`config.mk`:
```
export PLATFORM = sky130hd
export DESIGN_NAME = bfm_ctrl
export DESIGN_NICKNAME = d
export VERILOG_FILES = /design/src/rtl/bfm_pkg.sv /design/src/rtl/bfm_ctrl.sv
export VERILOG_INCLUDE_DIRS = /design/src /design/src/rtl
export SDC_FILE = /design/constraint.sdc
export NUM_CORES = 1
export LEC_CHECK = 0
export ABC_AREA = 1
export BUFFER_PORTS_ARGS = -buffer_cell sky130_fd_sc_hd__buf_2
export CORE_AREA = 2 2 39 41
export DETAILED_ROUTE_END_ITERATION = 12
export DIE_AREA = 0 0 41 43
export GPL_TIMING_DRIVEN = 0
export PLACE_DENSITY = 0.54
export SYNTH_ARGS = -nofsm -noshare
export SYNTH_HDL_FRONTEND = slang
export SYNTH_SLANG_ARGS = --single-unit
```
`constraint.sdc`:
```
create_clock -name clk_i -period 1.5 [get_ports clk_i]
set_input_delay 0.3 -clock clk_i [delete_from_list [all_inputs] [get_ports clk_i]]
set_output_delay 0.3 -clock clk_i [all_outputs]
set_load 0.03 [all_outputs]
```
`src/rtl/brenner_focus_measure_assert.svh`:
```
// assertion helpers shared by the rtl modules
// the modules that use them have clk_i and rst_ni in scope
`ifndef BRENNER_FOCUS_MEASURE_ASSERT_SVH
`define BRENNER_FOCUS_MEASURE_ASSERT_SVH

// same-cycle implication
`define BFM_ASSERT_NOW(name, ante, cons, msg) \
  name: assert property (@(posedge clk_i) disable iff (!rst_ni) (ante) |-> (cons)) \
    else $error(msg);

// next-cycle implication
`define BFM_ASSERT_NEXT(name, ante, cons, msg) \
  name: assert property (@(posedge clk_i) disable iff (!rst_ni) (ante) |=> (cons)) \
    else $error(msg);

`endif

```
`src/rtl/bfm_pkg.sv`:
```
package bfm_pkg;

  localparam int unsigned MaxWidth  = 4096;
  localparam int unsigned MaxHeight = 4096;
  localparam int unsigned PixelBits = 16;

  localparam int unsigned ColBits  = $clog2(MaxWidth);
  localparam int unsigned RowBits  = $clog2(MaxHeight);
  localparam int unsigned GeomBits = 13;
  localparam int unsigned DirBits  = 2;
  localparam int unsigned ExpBits  = 3;
  localparam int unsigned SqBits   = 2 * PixelBits;
  localparam int unsigned SumBits  = 64;
  localparam int unsigned DataBits = 16;
  localparam int unsigned CfgIdxBits  = 2;
  localparam int unsigned CfgDataBits = 13;

  typedef enum logic [CfgIdxBits-1:0] {
    RegFrameWidth    = 2'd0,
    RegFrameHeight   = 2'd1,
    RegDirectionMode = 2'd2,
    RegExponentPower = 2'd3
  } cfg_reg_e;

  localparam logic [DirBits-1:0] DirHoriz = 2'd0;
  localparam logic [DirBits-1:0] DirVert  = 2'd1;

  typedef struct packed {
    logic [GeomBits-1:0] frame_width;
    logic [GeomBits-1:0] frame_height;
    logic [DirBits-1:0]  direction_mode;
    logic [ExpBits-1:0]  exponent_power;
  } cfg_t;

  // controller to datapath
  typedef struct packed {
    logic load;
    logic diff;
    logic sq;
    logic pow;
    logic acc;
    logic wb;
    logic pass_v;
  } ctrl_cmd_t;

  // datapath to controller
  typedef struct packed {
    logic frame_end;
    logic out_blocked;
  } dp_status_t;

endpackage

```
`src/rtl/bfm_ctrl.sv`:
```
`include "brenner_focus_measure_assert.svh"

module bfm_ctrl import bfm_pkg::*; (
  input  logic       clk_i,
  input  logic       rst_ni,
  input  logic       s_valid_i,
  output logic       s_ready_o,
  input  dp_status_t st_i,
  output ctrl_cmd_t  cmd_o
);

  typedef enum logic [5:0] {
    SIdle = 6'b000001,
    SDiff = 6'b000010,
    SSq   = 6'b000100,
    SPow  = 6'b001000,
    SAcc  = 6'b010000,
    SWb   = 6'b100000
  } state_e;

  state_e state_q, state_d;
  logic   pass_q, pass_d;
  logic   s_fire;

  assign s_ready_o = (state_q == SIdle);
  assign s_fire    = s_valid_i && s_ready_o;

  always_comb begin
    state_d = state_q;
    pass_d  = pass_q;
    cmd_o   = '0;
    cmd_o.pass_v = pass_q;
    unique case (state_q)
      SIdle: begin
        cmd_o.load = s_fire;
        if (s_fire) begin
          pass_d  = 1'b0;
          state_d = SDiff;
        end
      end
      SDiff: begin
        cmd_o.diff = 1'b1;
        state_d    = SSq;
      end
      SSq: begin
        cmd_o.sq = 1'b1;
        state_d  = SPow;
      end
      SPow: begin
        cmd_o.pow = 1'b1;
        state_d   = SAcc;
      end
      SAcc: begin
        cmd_o.acc = 1'b1;
        // horizontal term first, then vertical
        if (!pass_q) begin
          pass_d  = 1'b1;
          state_d = SDiff;
        end else begin
          state_d = SWb;
        end
      end
      SWb: begin
        // hold the frame's last pixel until the result register is free
        if (!(st_i.frame_end && st_i.out_blocked)) begin
          cmd_o.wb = 1'b1;
          state_d  = SIdle;
        end
      end
      default: state_d = SIdle;
    endcase
  end

  always_ff @(posedge clk_i or negedge rst_ni) begin
    if (!rst_ni) begin
      state_q <= SIdle;
      pass_q  <= 1'b0;
    end else begin
      state_q <= state_d;
      pass_q  <= pass_d;
    end
  end

  `BFM_ASSERT_NEXT(a_accept_starts_h, s_fire, (state_q == SDiff) && !pass_q, "request not started on horizontal pass")
  `BFM_ASSERT_NEXT(a_v_pass_ends_wb, (state_q == SAcc) && pass_q, state_q == SWb, "vertical pass not followed by writeback")
  `BFM_ASSERT_NEXT(a_wb_free_exits, (state_q == SWb) && !st_i.frame_end, state_q == SIdle, "writeback stalled without a result")

endmodule

```
==> results of run 1 <==
## synthesized netlist by cell type (2+ instances only)
library cell	n	share of area
inv_1	10	0.088
nand2_1	8	0.071
nor2_1	7	0.062
dfrtp_1	6	0.35
nor2_2	4	0.059
nand3_1	3	0.035
buf_4	2	0.035
inv_2	2	0.018
nand4_1	2	0.029
nor2_4	2	0.053
o21ai_1	2	0.024
## worst max-delay path, delay by kind of cell, from the launching register on
family                 cells  cell delay [ns]
buffers and inverters      4             0.38
DFF                        1             0.42
and+or+nand+nor            2             0.26
## through the flow
stage / hold slack [ns] / cell area [um2] / power (mW)
floorplan: 0.004409 / 425.4 / 0.6853
global placement: 0.1433 / 505.5 / 0.7849
detailed placement: 0.1451 / 505.5 / 0.7883
CTS: 0.3403 / 698.2 / 1.218
global route: 0.3786 / 748.2 / 1.444
finish: 0.3442 / 748.2 / 1.348
## report_power, final
| group | switching (mW) | total (mW) | internal [mW] | leakage (nW) |
|---|---|---|---|---|
| registers | 0.0585 | 0.307 | 0.249 | 0.0908 |
| clock network | 0.0782 | 0.180 | 0.102 | 0.0150 |
| logic | 0.431 | 0.861 | 0.430 | 0.330 |
## sequential cells by signal, indices dropped and copies added (netlist names)
signal and cells:
pass_q 1, state_q 6
## repair_timing
| item | 4_1_cts | 5_1_grt |
|---|---|---|
| pin swaps | 3 | 4 |
| gates resized for setup | 18 | 4 |
| hold endpoints to repair | 6 | 0 |
| hold buffers | 1 | 0 |
| setup endpoints to repair | 7 | 8 |
| setup buffers | 12 | 5 |
## kinds of logic (layout without fill, tap and decap cells)
group / Yosys count / in the layout / synth area share
AND/OR/NAND/NOR: 29 / 29 / 0.3971
buffers and inverters: 15 / 49 / 0.1529
flip-flops: 7 / 7 / 0.4147
AO/OA/AOI/OAI: 3 / 3 / 0.03528
## layout make-up
| type | instances | area (um2) |
|---|---|---|
| plain buffers | 2 | 18.77 |
| clock buffers | 4 | 26.28 |
| fillers | 131 | 635.6 |
| inverters | 13 | 50.05 |
| multi-input cells | 32 | 217.7 |
| flip-flops and latches | 7 | 177.7 |
| well taps | 16 | 20.02 |
| repair buffers | 30 | 237.7 |
## worst max path at each step
stage | depth (start not counted) | endpoint | startpoint
floorplan | 3 | cmd_o[1] | state_q[2]
global placement | 5 | cmd_o[6] | state_q[0]
detailed placement | 5 | cmd_o[6] | state_q[0]
CTS | 5 | cmd_o[1] | state_q[3]
global route | 6 | cmd_o[2] | state_q[2]
finish | 6 | cmd_o[2] | state_q[2]
## layer usage
metal,GRT usage,up-vias,part of all wire
li1,-,232,-
met1,0.1974,199,0.44
met2,0.1781,12,0.47
met3,0.03141,4,0.047
met4,0.1400,0,0.042
met5,0,-,0
==> impl_results.md, run 1 <==
* Grt ovf at 0
* CP startpoint kind: flop
* Setup crit end kind: primary output
* Failing checks: setup timing
* Placed insts at 82
* Ports at 13
* RR Endpoint: state_q[1]
* Hpwl dp at 608.1 um
* Share of layout cells above drive strength 1 at 0.5682
* Worst slew pin tran at around 0.20 ns
* Critical path's most frequent cell: buf_6
* Post-layout util at 0.5407
* Largest net degree at the start of global routing at 8
* Core area at between 1000 and 1500 um2
* First-pass GRT wire length at roughly 1600 um
* Headroom to the max-slew limit at 0.8657
* Req. time, crit path at 1.20 ns
* P&R area growth vs syn at 75.88%
* Pins Over Slew Limit at 0
* Die extent in x at 41 um
* Number of global-route vias before repair at between 300 and 400
* Initial antenna violation count at 0
* Hold Violations, Final at 0
* Vias at around 450
* Post-synthesis cell count at 54
* Fin crit period at between 1.5 and 2 ns
* GRT Util Overall at 0.1456
* RSZ-0062 raised after global routing: true
* Worst R2R Setup Slack at -0.06 ns
* # diodes at 0
* Die ar. at about 1800 um2
* Worst hold endpoint: state_q[0]
* TritonRoute pass-1 iters at 4
* Sequential share of the synthesized area at 0.4147
* CTS tree: built
* CP cell instances: nor2_4 > buf_6 > nand4_4 > clkinv_2 > buf_6 > buf_6
* Critical Path Max Stage Delay at ~0.42 ns
* Primary FF master, synth: dfrtp_1
* Most frequent cells in the layout: buf_4 (19), inv_1 (10), nor2_1 (7), nand2_1 (7), buf_6 (7)
* Fmax at between 600 and 700 MHz
* Routed vias/inst at 4.298
* CTS max path bufs at 2
* TNS Setup at -0.7469 ns
* DRT iter0 DRCs at 5
* CTS root buffer: clkbuf_4
* Kind of critical path: flop to primary output
* Net Count, Synth at 59
* Max-capacitance violation count at 0
* Final setup skew at 0.0001763 ns
* Peak supply drop at around 0.0011 V
* Class of the most critical hold timing path: primary input to flop
* Register bit count reported by yosys at 7
* Ys async rst share at 1.000
* IO Port Bufs at 12
* CTS Buf Count at 3
* Slowest-stage cell, CP: dfrtp_1
* Syn_area_per_cell at about 7.9 um2
* Status: complete, but fails checks
* Clk_lat worst skew at 0.26 ns
* Post-synth EDFFs at 0
* CTS HTree Levels at 1
* Routed Wire Length at approximately 1000 um
* Register clock-pin slew on the reported worst setup and hold paths at roughly 0.05 ns
* Setup ws final at -0.1345 ns
* DRC at 0
* Hold Path Origin: s_valid_i
* Pleak at about 0.44 nW
* Pwr dens at between 1500 and 2000 nW/um2
* Die H at ~43 um
* Gpl congestion at 0.7151
* Drt wl/cell at around 9.6 um
* Synth warnings at 0
* Final period util at 1.090
* Reg2Reg Depth at 10
* Crit Path Max Fanout at 3
* # rows at 14
* Critical R2R Launch: state_q[0]
* Cell Count, Final, Fillers Out at 104
* Nets@finish at between 90 and 100
* Pre-CTS setup slack at about 0.062 ns
* Synthesized area at between 400 and 500 um2
* Netlist cell types at 17
* Setup violators final at 8
* Clk sinks at 7
* Post-route ant nets at 0
* CP arrival at roughly 1.3 ns
* Initial core utilization at 0.3074
* Most common cell after layout, fill and taps aside: buf_4
* Hold depth at 4
(Power assumes the default switching activity.)
==> inputs of run 2 (changes only) <==
--- a/config.mk
+++ b/config.mk
@@ -11,7 +11,6 @@
 export CORE_AREA = 2 2 39 41
 export DETAILED_ROUTE_END_ITERATION = 12
 export DIE_AREA = 0 0 41 43
-export GPL_TIMING_DRIVEN = 0
 export PLACE_DENSITY = 0.54
 export SYNTH_ARGS = -nofsm -noshare
 export SYNTH_HDL_FRONTEND = slang
==> constraint.sdc (replaced) <==
create_clock -name clk_i -period 1.85 [get_ports clk_i]
set_input_delay 0.37 -clock clk_i [delete_from_list [all_inputs] [get_ports clk_i]]
set_output_delay 0.37 -clock clk_i [all_outputs]
set_load 0.03 [all_outputs]
==> run 2 against run 1 <==
  * The run now ends clean
  * Worst setup slack better by 0.24 ns
  * Via count down 19%
  * Critical path depth down 1
  * First-iteration DRC count up 20%
  * Critical path type unchanged
  * Critical endpoint is now cmd_o[6]
  * Largest power group unchanged
  * Highest routed layer unchanged
==> impl_results.md, run 2 (synthesis gave the netlist of run 1 again) <==
* Hpwl dp at around 640 um
* Ports at 13
* Most frequent cells in the layout: buf_2 (11), inv_1 (10), nand2_1 (8)
* Fin crit period at 1.742 ns
* Hold depth at 4
* Final setup skew at 0.002273 ns
* CTS HTree Levels at 1
* CP Depth at 5
* Initial antenna violation count at 0
* CP arrival at about 1.4 ns
* Number of global-route vias before repair at about 310
* Top Registers: state_q (6), pass_q (1)
* Status: complete, no violations
* Headroom to the max-slew limit at 0.8577
* Reg power frac at 0.318
* Clk_lat worst skew at around 0.25 ns
* Gpl congestion at 0.7254
* Most flops, register: state_q
* Reg2Reg Depth at 7
* CP cell instances: inv_2 > nor2_2 > nand3_2 > nor2_2 > buf_4
* Fin area at approximately 530 um2
* RSZ-0062 raised after global routing: false
* GRT Util Overall at 0.1112
* Max reg flops at 6
* Met1 GRT Util at 0.1447
* Clk sinks at 7
* Pleak at ~0.33 nW
* Req. time, crit path at 1.48 ns
* Total power at about 770 uW
* Nets@finish at 75
* DRT iter0 DRCs at 6
* Pwr dens at between 1000 and 1500 nW/um2
* Routed vias/inst at between 4 and 5
* Sw Ratio at 0.4717
* CTS max path bufs at 2
* Area of placed instances at about 490 um2
* Hold Violations, Final at 0
* Peak supply drop at roughly 0.00054 V
* Die extent in x at around 41 um
* Worst slew pin tran at about 0.21 ns
* Post-route ant nets at 0
* Initial core utilization at 0.3074
* Worst R2R Setup Slack at 0.70 ns
* Max-capacitance violation count at 0
* Kind of critical path: flop to primary output
* Die ar. at approximately 1800 um2
* CTS Buf Count at 3
* First-pass GRT wire length at 1242 um
* Crit Path Max Fanout at 4
* Clk pwr share at 0.178
* TNS Setup at 0 ns
* Pins Over Slew Limit at 0
* Pint at roughly 410 uW
* Slowest-stage cell, CP: dfstp_2
* Vias at between 300 and 400
* # diodes at 0
* Die H at 43 um
* GRT busiest layer: met1
* GR Layer Usage met2 at 0.1406
* Grt ovf at 0
* Largest net degree at the start of global routing at 8
* P&R area growth vs syn at 24.41%
* Psw at approximately 360 uW
* Most common cell after layout, fill and taps aside: buf_2
* IO Port Bufs at 12
* # rows at 14
* Class of the most critical hold timing path: primary input to flop
* TritonRoute pass-1 iters at 4
* Routed Wire Length at between 700 and 800 um
* Register clock-pin slew on the reported worst setup and hold paths at about 0.05 ns
* Fmax at 574.2 MHz
* Comb power frac at 0.504
* Critical path's most frequent cell: nor2_2
* Drt wl/cell at 9.071 um
* Setup crit end kind: primary output
* Critical path's top delay family: flip-flops
* CTS root buffer: clkbuf_4
* CTS tree: built
* Fillers at 152
* Final period util at 0.9414
* Grt met3 use at 0.03141
* Worst Path Buf+Inv at 2
* DRC at 0
* Worst hold slack at 0.3988 ns
* Setup violators final at 0
* Core area at 1384 um2
* CP startpoint kind: flop
* Critical Path Max Stage Delay at between 0.5 and 0.6 ns
* Share of layout cells above drive strength 1 at 0.4058
[run 2: path summary, 6_finish.rpt]
check / end / startpoint
max in group asynchronous: state_q[0] / rst_ni
setup reg to reg: state_q[0] / state_q[0]
hold reg to reg: state_q[1] / pass_q
min in group asynchronous: state_q[2] / rst_ni
setup / recovery: cmd_o[6] / state_q[0]
hold / removal: state_q[0] / s_valid_i
[run 2: through the flow]
stage               utilization  setup WS, ns  cells
finish                   0.3825        0.1083     85
global placement         0.3544        0.3734     80
detailed placement       0.3544        0.3527     80
global route             0.3825       0.01441     85
floorplan                     -        0.3942     54
CTS                      0.3807       0.06391     85
[run 2: layout make-up]
class                   instances  area, um2  share of cell area
repair buffers                 13      72.57              0.1371
clock buffers                   4      26.28             0.04965
multi-input cells              32      183.9              0.3475
well taps                      16      20.02             0.03783
flip-flops and latches          7      176.4              0.3333
inverters                      13      50.05             0.09456
[run 2: timing repair]
item,in CTS,in global routing
setup buffers,0,0
endpoints found under the hold margin,6,0
hold buffers,1,0
endpoints found under the setup margin,0,1
resized for setup,0,2
[run 2: layer usage]
metal  vias to the layer above  wire length (um)  part of all wire
met5                         -                 0                 0
met4                         0                26             0.034
met3                         4                54             0.070
met2                        14               347              0.45
met1                       150               343              0.44
li1                        195                 -                 -
[run 2: worst reg2reg max path: cells and delay by family, from the launching register on]
family        cells  cell delay [ns]
buf+inv           1             0.04
flops             1             0.55
simple gates      6             0.49
[run 2: power groups by stage]
stage | clock network, mW | registers [mW] | logic (mW)
final | 0.138 | 0.245 | 0.389
after global routing | 0.154 | 0.250 | 0.438
after CTS | 0.145 | 0.246 | 0.391
after detailed placement | 0 | 0.248 | 0.389
after global placement | 0 | 0.247 | 0.386
after floorplan | 0 | 0.243 | 0.312
